File: src/hw/rtl/ble_pkg.sv
// ----------------------------------------------------------------------------
// Battery level estimator package
// Shared constants, the voltage threshold table and the percent lookup.
// ----------------------------------------------------------------------------
package ble_pkg;

    localparam int RAW_W   = 12;
    localparam int CAL_W   = 16;
    localparam int VOLT_W  = 16;
    localparam int PCT_W   = 7;
    localparam int PROD_W  = RAW_W + CAL_W;      // raw times calibration
    localparam int Y_W     = PROD_W - 3;         // product over eight
    localparam int QUOT_W  = 17;                 // largest quotient fits here
    localparam int RECIP_W = 17;
    localparam int RECIP_SHIFT = 25;

    localparam int TABLE_SIZE  = 10;
    localparam int LEVEL_COUNT = 10;

    localparam logic [CAL_W-1:0]   CAL_MIN  = 16'd1900;
    // Division by 2184 is a shift by three followed by division by 273.
    localparam logic [8:0]         DIV_ODD  = 9'd273;
    localparam logic [RECIP_W-1:0] RECIP    = 17'd122910;   // floor(2^25 / 273)

    typedef logic [VOLT_W-1:0] volt_t;
    typedef logic [PCT_W-1:0]  pct_t;

    localparam volt_t LEVEL_VOLTS [TABLE_SIZE] = '{
        16'd828, 16'd813, 16'd794, 16'd782, 16'd770,
        16'd758, 16'd750, 16'd742, 16'd734, 16'd726
    };
    localparam pct_t LEVEL_PCT [TABLE_SIZE] = '{
        7'd100, 7'd97, 7'd80, 7'd65, 7'd45,
        7'd25,  7'd18, 7'd12, 7'd9,  7'd6
    };

    // The first threshold reached, in descending order, gives the percent.
    function automatic pct_t percent_of(input volt_t avg);
        pct_t pct;
        pct = '0;
        for (int i = TABLE_SIZE - 1; i >= 0; i--) begin
            if ((i < LEVEL_COUNT) && (avg >= LEVEL_VOLTS[i])) begin
                pct = LEVEL_PCT[i];
            end
        end
        return pct;
    endfunction

endpackage

File: src/hw/rtl/ble_scaler.sv
// ----------------------------------------------------------------------------
// Battery level estimator: sample scaler
// Three-stage pipeline that multiplies the raw sample by the calibration
// value, divides by 2184 through a reciprocal and saturates to 16 bits; a
// calibration below CAL_MIN passes the raw sample through instead.
module ble_scaler
    import ble_pkg::*;
(
    input  logic              aclk,
    input  logic              aresetn,
    input  logic [CAL_W-1:0]  calibration,
    input  logic              in_valid,
    output logic              in_ready,
    input  logic [RAW_W-1:0]  adc_raw,
    output logic              out_valid,
    input  logic              out_ready,
    output volt_t             sample
);

    logic              a_valid_reg, b_valid_reg, c_valid_reg;
    logic              a_free, b_free, c_free;

    logic [PROD_W-1:0] prod_reg;
    logic              a_bypass_reg, b_bypass_reg;
    logic [RAW_W-1:0]  a_raw_reg, b_raw_reg;

    logic [Y_W-1:0]    y_reg;
    logic [QUOT_W-1:0] est_reg;
    volt_t             sample_reg;

    logic [Y_W+RECIP_W-1:0] recip_prod;
    logic [Y_W:0]           est_times;
    logic [Y_W:0]           rem;
    logic [QUOT_W-1:0]      quot;
    volt_t                  scaled_next;

    assign c_free   = !c_valid_reg || out_ready;
    assign b_free   = !b_valid_reg || c_free;
    assign a_free   = !a_valid_reg || b_free;
    assign in_ready = a_free;

    assign out_valid = c_valid_reg;
    assign sample    = sample_reg;

    always_ff @(posedge aclk) begin
        if (!aresetn) begin
            a_valid_reg <= 1'b0;
            b_valid_reg <= 1'b0;
            c_valid_reg <= 1'b0;
        end else begin
            if (a_free) begin
                a_valid_reg <= in_valid;
            end
            if (b_free) begin
                b_valid_reg <= a_valid_reg;
            end
            if (c_free) begin
                c_valid_reg <= b_valid_reg;
            end
        end
    end

    // Stage A: full product of sample and calibration.
    always_ff @(posedge aclk) begin
        if (a_free && in_valid) begin
            prod_reg     <= PROD_W'(adc_raw) * PROD_W'(calibration);
            a_bypass_reg <= (calibration < CAL_MIN);
            a_raw_reg    <= adc_raw;
        end
    end

    // Stage B: quotient estimate, which is either exact or one short.
    assign recip_prod = (Y_W+RECIP_W)'(prod_reg[PROD_W-1:3]) * (Y_W+RECIP_W)'(RECIP);

    always_ff @(posedge aclk) begin
        if (b_free && a_valid_reg) begin
            y_reg        <= prod_reg[PROD_W-1:3];
            est_reg      <= recip_prod[RECIP_SHIFT +: QUOT_W];
            b_bypass_reg <= a_bypass_reg;
            b_raw_reg    <= a_raw_reg;
        end
    end

    // Stage C: correct the estimate by one compare and saturate.
    always_comb begin
        est_times = ((Y_W+1)'(est_reg) << 8) + ((Y_W+1)'(est_reg) << 4)
                  + (Y_W+1)'(est_reg);
        rem       = {1'b0, y_reg} - est_times;
        quot      = (rem >= (Y_W+1)'(DIV_ODD)) ? est_reg + QUOT_W'(1) : est_reg;
        if (b_bypass_reg) begin
            scaled_next = VOLT_W'(b_raw_reg);
        end else if (quot[QUOT_W-1:VOLT_W] != '0) begin
            scaled_next = '1;
        end else begin
            scaled_next = quot[VOLT_W-1:0];
        end
    end

    always_ff @(posedge aclk) begin
        if (c_free && b_valid_reg) begin
            sample_reg <= scaled_next;
        end
    end

endmodule

File: src/hw/rtl/ble_average.sv
// ----------------------------------------------------------------------------
// Battery level estimator: averager and level lookup
// Updates the running average and registers the result with its percent.
// ----------------------------------------------------------------------------
module ble_average
    import ble_pkg::*;
(
    input  logic  aclk,
    input  logic  aresetn,
    input  logic  in_valid,
    output logic  in_ready,
    input  volt_t sample,
    output logic  out_valid,
    input  logic  out_ready,
    output volt_t voltage_avg,
    output pct_t  charge_percent
);

    logic              valid_reg;
    volt_t             avg_reg;
    volt_t             avg_next;
    pct_t              pct_reg;
    volt_t             base;
    logic [VOLT_W+1:0] acc;
    logic              take;

    assign in_ready = !valid_reg || out_ready;
    assign take     = in_valid && in_ready;

    // A zero average means unseeded, so the sample itself is the base.
    always_comb begin
        base     = (avg_reg == '0) ? sample : avg_reg;
        acc      = ((VOLT_W+2)'(base) << 1) + (VOLT_W+2)'(base) + (VOLT_W+2)'(sample);
        avg_next = acc[VOLT_W+1:2];
    end

    always_ff @(posedge aclk) begin
        if (!aresetn) begin
            valid_reg <= 1'b0;
            avg_reg   <= '0;
        end else begin
            if (in_ready) begin
                valid_reg <= in_valid;
            end
            if (take) begin
                avg_reg <= avg_next;
            end
        end
    end

    always_ff @(posedge aclk) begin
        if (take) begin
            pct_reg <= percent_of(avg_next);
        end
    end

    assign out_valid      = valid_reg;
    assign voltage_avg    = avg_reg;
    assign charge_percent = pct_reg;

endmodule

File: src/hw/rtl/battery_level_estimator_top.sv
// ----------------------------------------------------------------------------
// Battery level estimator
// Calibrated running average of battery samples with a charge estimate.
// ----------------------------------------------------------------------------
// Accepts one ADC sample per clock unless a stalled result holds the
// pipeline, and returns one result per sample. Each sample passes through
// the scaling pipeline: one stage for the calibration product, one for the
// reciprocal multiply that divides by 2184 and one for the correction step,
// followed by the averaging stage that also holds the result. Each stage
// stalls on its own, so gaps inside the pipeline close up while a result
// waits to be taken.
module battery_level_estimator_top
    import ble_pkg::*;
(
    input  logic             aclk,
    input  logic             aresetn,
    input  logic             cfg_we,
    input  logic [CAL_W-1:0] cfg_wdata,
    input  logic             s_valid,
    output logic             s_ready,
    input  logic [RAW_W-1:0] s_adc_raw,
    output logic             m_valid,
    input  logic             m_ready,
    output logic [VOLT_W-1:0] m_voltage_avg,
    output logic [PCT_W-1:0] m_charge_percent
);

    logic [CAL_W-1:0] calibration_reg;
    logic             scl_valid;
    logic             scl_ready;
    volt_t            scl_sample;

    always_ff @(posedge aclk) begin
        if (!aresetn) begin
            calibration_reg <= '0;
        end else if (cfg_we) begin
            calibration_reg <= cfg_wdata;
        end
    end

    ble_scaler u_scaler (
        .aclk        (aclk),
        .aresetn     (aresetn),
        .calibration (calibration_reg),
        .in_valid    (s_valid),
        .in_ready    (s_ready),
        .adc_raw     (s_adc_raw),
        .out_valid   (scl_valid),
        .out_ready   (scl_ready),
        .sample      (scl_sample)
    );

    ble_average u_average (
        .aclk           (aclk),
        .aresetn        (aresetn),
        .in_valid       (scl_valid),
        .in_ready       (scl_ready),
        .sample         (scl_sample),
        .out_valid      (m_valid),
        .out_ready      (m_ready),
        .voltage_avg    (m_voltage_avg),
        .charge_percent (m_charge_percent)
    );

endmodule

File: config.mk
export PLATFORM = sky130hd
export DESIGN_NAME = battery_level_estimator_top
export DESIGN_NICKNAME = d
export VERILOG_FILES = /design/src/hw/rtl/ble_pkg.sv /design/src/hw/rtl/ble_scaler.sv /design/src/hw/rtl/ble_average.sv /design/src/hw/rtl/battery_level_estimator_top.sv
export SDC_FILE = /design/constraint.sdc
export NUM_CORES = 1
export LEC_CHECK = 0
export BUFFER_PORTS_ARGS = -buffer_cell sky130_fd_sc_hd__buf_4
export CORE_MARGIN = 1
export CORE_UTILIZATION = 30
export CTS_BUF_LIST = sky130_fd_sc_hd__clkbuf_16
export DETAILED_ROUTE_END_ITERATION = 8
export PLACE_DENSITY = 0.55
export SKIP_LAST_GASP = 1
export SLEW_MARGIN = 20
export SYNTH_ARGS = -nofsm -noshare
export SYNTH_HDL_FRONTEND = slang
export SYNTH_SLANG_ARGS = --single-unit
File: constraint.sdc
create_clock -name aclk -period 14.55 [get_ports aclk]
set_input_delay 2.91 -clock aclk [delete_from_list [all_inputs] [get_ports aclk]]
set_output_delay 2.91 -clock aclk [all_outputs]
set_load 0.05 [all_outputs]
==> key figures, run 1 <==
Run status
  – Outcome: finished clean

Yosys
  – Synth Area in Adders: 0.4454
  – Post-Syn Nets: 2591
  – XOR/XNOR Fraction of Synth Area: 0.03285
  – Netlist cell types: 68
  – Post-synth EDFFs: 116
  – Synth Flop Type: edfxtp_1
  – Post-synth ARST share: 0
  – Yosys reg bits: 152
  – Synth Area per Inst: 9.903 um2
  – Number of synthesis warnings: 0
  – Yosys top cell area share: 0.2799
  – Largest family of logic cells by synthesized area: adder cells
  – Post-Syn Area: 19960 um2
  – Syn Inst Count: 2015
  – Post-synthesis simple-gate area fraction: 0.1258
  – Seq/Total Area, Yosys: 0.2107
  – Mux cell area share after synthesis: 0.01072
  – Synth area leader: fa_1
  – Ranking of synthesized cells by area: fa_1 28%, edfxtp_1 17%, ha_1 17%
  – Synth Area in Compound Gates: 0.09229

Timing
  – Worst Tran Pin Value: 884.5 ps
  – Setup TNS: 0 ps
  – Final Hold Fails: 0
  – Final Max Tran Viols: 0
  – RSZ-0062 raised after global routing: false
  – Tcrit/Tclk final: 0.5776
  – Slew HR: 0.4061
  – Final Setup Violations: 0
  – Final Skew: 11.18 ps
  – Post-layout minimum cycle time: 8405 ps
  – F_max: 119.0 MHz
  – Final setup margin: 6145 ps

GRT
  – Overall routing resource usage: 0.1406
  – Global-route wire length before repair: 75270 um
  – Largest net degree at the start of global routing: 56
  – Vias in the first global route: 14542
  – Initial antenna violation count: 0
  – Global route overflow: 0

Setup path
  – Crit-path most repeated cell: fa_1
  – Worst path slowest cell: o31ai_1
  – Worst-path cell chain: buf_4, nand2_1, fa_1, inv_1, fa_1, fa_1, inv_1, fa_1, inv_1, fa_1, ha_1, nand3_1, a2111oi_0, o31ai_1, o21ai_0, a41oi_1, nor3_1, or3_1, a21oi_1, xnor2_1
  – Length in cells of the worst reg-to-reg path: 20
  – Crit path max fanout: 17
  – Worst R2R Start: u_scaler.prod_reg[10]
  – Max stage delay on crit path: 660 ps
  – Critical Path RT: 14730 ps
  – CP top delay family: adder cells
  – Critical path type: in -> reg
  – R2r setup slk: 7840 ps
  – Worst reg2reg path endpoint: u_scaler.est_reg[16]
  – Critical Path Sink Type: register
  – WP buf/inv: 4
  – CP startpoint kind: input port
  – Crit path DAT: 8580 ps

Hold path
  – Worst Hold Depth: 0
  – HP Class: reg -> reg
  – Worst Min Path Start: u_scaler.a_raw_reg[0]
  – Hold EP: u_scaler.b_raw_reg[0]

Clock network
  – Total CTS buffers: 17
  – Sink Count: 152
  – Post-CTS Hold Buffers: 0
  – Clock transition at path regs: 70 ps
  – Post-CTS sizing: 0
  – CTS H-tree depth: 4
  – Maximum root-to-sink buffer count: 2
  – Root cell of the clock tree: clkbuf_16
  – CTS tree: built
  – Post-CTS setup buffer count: 0
  – Clk_lat worst skew: 440 ps

Drt
  – Routed wl met2: 22520 um
  – Top Layer Used: met4
  – Routed Antenna Nets: 0
  – DRC Markers: 0
  – Drt via density: 4.753
  – DRT iter0 DRCs: 648
  – Via count: 13868
  – Post-Route WL: 45690 um
  – WL/cell: 15.66 um
  – Metal-1 WL: 21110 um
  – Met3 routed WL: 1122 um
  – Iteration count of the initial detailed-routing pass: 5

Layout
  – Most frequent cells in the layout: 377 x inv_1, 279 x fa_1, 264 x ha_1
  – Ant diodes: 0
  – Layout cell share with drive strength beyond 1: 0.05404
  – Area grow syn2layout: 9.769%
  – Final net count: 2617
  – Commonest non-fill, non-tap cell in the layout: inv_1

Placed design
  – Setup WS pre-CTS: 5763 ps
  – HPWL Detailed: 38050 um
  – Input/output buffers: 57
  – GPL Wtd Cong: 0.8423

Floorplanning
  – Die height: 259.9 um
  – Core area: 65750 um2
  – Starting Density: 0.3035
  – I/O Pins: 58
  – # rows: 94
  – Die ar.: 67550 um2
  – Die W: 259.9 um

Job
  – Max_cap viols: 0
## layer usage
| metal | up-vias | global-route usage |
|---|---|---|
| met3 | 62 | 0.01735 |
| met5 | - | 0 |
| met2 | 219 | 0.2392 |
| met1 | 6922 | 0.1870 |
| li1 | 6665 | - |
| met4 | 0 | 0.03840 |
## worst reg2reg max path, stage by stage, from the launching register on
cell	delay [ps]
edfxtp_1	610
fa_1	690
fa_1	470
ha_1	300
inv_1	50
fa_1	550
inv_1	60
fa_1	500
fa_1	490
ha_1	310
and4_1	240
nand2_1	100
nor2_1	120
o31ai_1	120
a21oi_1	270
nor2_1	150
o21a_1	230
o21ai_0	530
a311oi_1	210
nor3_1	320
xnor2_1	130
## cell usage after synthesis (all sizes together), types with 30 or more instances
library cell and count:
nand3 31, inv 376, nor2b 30, o21ai 53, nor2 70, dfxtp 36, nor3 40, xnor2 56
edfxtp 116, a21oi 71, and2 66, nand2 209, ha 264, fa 279, clkbuf 50
## cells by family (layout without fill, tap and decap cells)
logic type               count (synthesis)  after routing
adder cells (fa/ha/maj)                543            543
AND/OR/NAND/NOR                        519            519
buffers and inverters                  431            470
AO/OA/AOI/OAI                          275            275
flip-flops                             152            152
XOR/XNOR                                74             74
multiplexers                            21             21
## layout make-up
cell class | count | area [um2]
fill | 6632 | 43840
multi-input combinational | 1432 | 14140
sequential | 152 | 4204
inverter | 377 | 1415
tap | 864 | 1081
timing repair buffer | 61 | 457.9
clock buffer | 17 | 425.4
clock inverter | 15 | 183.9
## worst max path at each step
stage | start | cells after the start | slack [ps] | endpoint
finish | s_adc_raw[11] | 20 | 6150 | u_scaler.prod_reg[27]
global route | s_adc_raw[11] | 20 | 5860 | u_scaler.prod_reg[27]
CTS | s_adc_raw[11] | 20 | 6200 | u_scaler.prod_reg[27]
detailed placement | s_adc_raw[11] | 20 | 5760 | u_scaler.prod_reg[27]
global placement | s_adc_raw[11] | 20 | 5780 | u_scaler.prod_reg[27]
floorplan | s_adc_raw[11] | 20 | 6330 | u_scaler.prod_reg[27]
## metrics by stage
step	hold slack [ps]	cell area, um2	utilization	cells
CTS	431.2	21900	0.3332	2918
finish	426.7	21900	0.3332	2918
global route	430.8	21900	0.3332	2918
global placement	401.5	21300	0.3239	2886
floorplan	400.3	19960	-	2015
detailed placement	409.3	21300	0.3239	2886
Power of run 1 is not shown: default switching activity piles up to over one toggle a cycle in this logic, so the estimate is an artifact.
==> run 2, diff against run 1 <==
ABC_AREA = 1   (was unset)
PLACE_DENSITY = 0.57   (was 0.55)
clock period = 6.94 ns   (was 14.55 ns; I/O delays follow)
==> run 2 against run 1 <==
Against the previous run: die area is 6.9% higher; final area is 7.0% higher; count of clock-buffer cells in the layout stayed put; first-iteration DRC count is 3.1% higher; area after synthesis is 7.0% higher; critical path depth is 1 higher; non-clock buffer count is 10 higher.
==> key figures, run 2 <==
Timing
  – Final Skew: 16.71 ps (+5.538 ps)
  – Final Hold Fails: 0 (unchanged)
  – Post-layout minimum cycle time: 6300 ps
  – RSZ-0062 raised after global routing: false
  – Final Setup Violations: 0 (unchanged)
  – Tcrit/Tclk final: 0.9078
  – Slew HR: 0.5529 (+0.1468)
  – F_max: 158.7 MHz
  – Final Max Tran Viols: 0 (unchanged)
  – Setup TNS: 0 ps (unchanged)
  – Worst Tran Pin Value: 670.7 ps (-213.8 ps)

GRT
  – Overall routing resource usage: 0.1449 (+0.004342)
  – Global-route wire length before repair: 82120 um (+9.1%)
  – Largest net degree at the start of global routing: 56 (unchanged)
  – Global route overflow: 0 (unchanged)
  – Vias in the first global route: 15953 (+9.7%)
  – Initial antenna violation count: 1 (+1)

Yosys
  – Seq/Total Area, Yosys: 0.1969 (-0.01379)
  – Netlist cell types: 51 (-25%)
  – Post-Syn Nets: 3057 (+18%)
  – Post-Syn Area: 21350 um2 (+7.0%)
  – Yosys top cell area share: 0.2616 (-0.01832)
  – Post-synth ARST share: 0 (unchanged)
  – Number of synthesis warnings: 0 (unchanged)
  – Syn Inst Count: 2481 (+23%)
  – Post-synth top cells: 527 x inv_1, 443 x nand2_1, 279 x fa_1
  – Yosys reg bits: 152 (unchanged)
  – Synth area leader: fa_1
  – Synth Area per Inst: 8.607 um2 (-13%)
  – Ranking of synthesized cells by area: fa_1 26%, edfxtp_1 16%, ha_1 15%
  – Post-synth EDFFs: 116 (unchanged)
  – Synth Flop Type: edfxtp_1
  – Most numerous cell in the Yosys netlist: inv_1

Drt
  – DRT iter0 DRCs: 668 (+3.1%)
  – Routed Antenna Nets: 0 (unchanged)
  – WL/cell: 14.45 um (-7.7%)
  – Via count: 15847 (+14%)
  – Post-Route WL: 50210 um (+9.9%)
  – DRC Markers: 0 (unchanged)
  – Drt via density: 4.562 (-4.0%)
  – Iteration count of the initial detailed-routing pass: 5 (unchanged)

Layout
  – Layout cell share with drive strength beyond 1: 0.08169 (+0.02765)
  – Commonest non-fill, non-tap cell in the layout: inv_1
  – Most frequent cells in the layout: 526 x inv_1, 443 x nand2_1, 279 x fa_1
  – Layout fillers: 7304 (+10%)
  – Area grow syn2layout: 9.791% (about the same)
  – Ant diodes: 0 (unchanged)
  – Final net count: 3097 (+18%)

Clock network
  – Clock transition at path regs: 70 ps (about the same)
  – CTS tree: built
  – Root cell of the clock tree: clkbuf_16
  – CTS H-tree depth: 4 (unchanged)
  – Post-CTS setup buffer count: 0 (unchanged)
  – Post-CTS Hold Buffers: 0 (unchanged)
  – Maximum root-to-sink buffer count: 2 (unchanged)
  – Post-CTS sizing: 0 (unchanged)
  – Clk_lat worst skew: 470 ps (+30 ps)
  – Sink Count: 152 (unchanged)
  – Total CTS buffers: 17 (unchanged)

Hold path
  – Worst Min Path Start: u_scaler.a_raw_reg[0]
  – Hold EP: u_scaler.b_raw_reg[0]
  – Worst Hold Depth: 0 (unchanged)
  – HP Class: reg -> reg

Setup path
  – CP startpoint kind: input port
  – Critical path type: in -> reg
  – Length in cells of the worst reg-to-reg path: 17 (-15%)
  – Worst reg2reg path endpoint: u_scaler.est_reg[10]
  – Critical Path RT: 7150 ps (-7580 ps)
  – Worst R2R Start: u_scaler.prod_reg[11]
  – Crit path max fanout: 17 (unchanged)
  – R2r setup slk: 750 ps (-7090 ps)
  – Critical Path Sink Type: register
  – Crit path DAT: 6510 ps (-2070 ps)

Placed design
  – Input/output buffers: 57 (unchanged)
  – GPL Wtd Cong: 0.9225 (+9.5%)
  – HPWL Detailed: 42850 um (+13%)

Floorplanning
  – I/O Pins: 58 (unchanged)
  – Starting Density: 0.3039 (+0.0003410)
  – Core area: 70270 um2 (+6.9%)
  – Die W: 268.8 um (+3.4%)
  – Die ar.: 72250 um2 (+6.9%)
  – Die height: 268.8 um (+3.4%)
  – # rows: 97 (+3.2%)

Run status
  – Outcome: finished clean

Job
  – Max_cap viols: 0 (unchanged)
-- run 2: worst max-delay path, stage by stage --
cell,delay (ps)
buf_4,200
nand2_1,110
fa_1,520
fa_1,500
inv_1,60
fa_1,530
inv_1,70
fa_1,530
inv_1,60
fa_1,480
ha_1,360
nand2_1,90
o21ai_0,210
a21oi_1,100
o21ai_0,330
a31oi_1,230
o21bai_1,250
nand3_1,100
nand2_1,130
a31oi_1,110
xor2_1,150
-- run 2: layout make-up --
class / count / area (um2) / share of cell area
timing repair buffer: 71 / 545.5 / 0.02327
sequential: 152 / 4204 / 0.1793
tap: 940 / 1176 / 0.05017
inverter: 538 / 2019 / 0.08614
multi-input combinational: 1741 / 14920 / 0.6365
clock inverter: 15 / 151.4 / 0.006458
clock buffer: 17 / 425.4 / 0.01815
-- run 2: kinds of logic (layout without fill, tap and decap cells) --
kind of cell,Yosys count,after routing,synth area share
AO/OA/AOI/OAI,304,304,0.08168
buffers and inverters,588,641,0.1048
flip-flops,152,152,0.1969
adder cells (fa/ha/maj),543,543,0.4163
AND/OR/NAND/NOR,814,814,0.1676
XOR/XNOR,80,80,0.03281
-- run 2: layer usage --
metal / track usage / vias up / share of wire
li1: - / 7872 / -
met1: 0.1876 / 7688 / 0.45
met2: 0.2542 / 242 / 0.51
met3: 0.01890 / 43 / 0.030
met4: 0.03563 / 2 / 0.015
met5: 0 / - / 0.00026
-- run 2: stage by stage --
stage | hold WS [ps] | setup WS [ps] | std cells | cell area, um2 | util
finish | 421.8 | 639.7 | 3474 | 23440 | 0.3336
global route | 434.2 | 323.8 | 3474 | 23440 | 0.3336
CTS | 421.5 | 682.9 | 3473 | 23420 | 0.3333
detailed placement | 404.5 | 183.4 | 3441 | 22850 | 0.3251
global placement | 402.2 | 303.4 | 3441 | 22850 | 0.3251
floorplan | 400.3 | 322.1 | 2481 | 21350 | -
-- run 2: worst max path at each step --
stage,end,depth (start not counted),from,slack [ps]
floorplan,u_scaler.prod_reg[24],22,s_adc_raw[11],320
global placement,u_scaler.prod_reg[24],21,s_adc_raw[8],300
detailed placement,u_scaler.prod_reg[24],21,s_adc_raw[8],180
CTS,u_scaler.prod_reg[24],21,s_adc_raw[8],680
global route,u_scaler.prod_reg[24],21,s_adc_raw[8],320
finish,u_scaler.prod_reg[24],21,s_adc_raw[8],640
Power of run 2 is left out for the same reason.
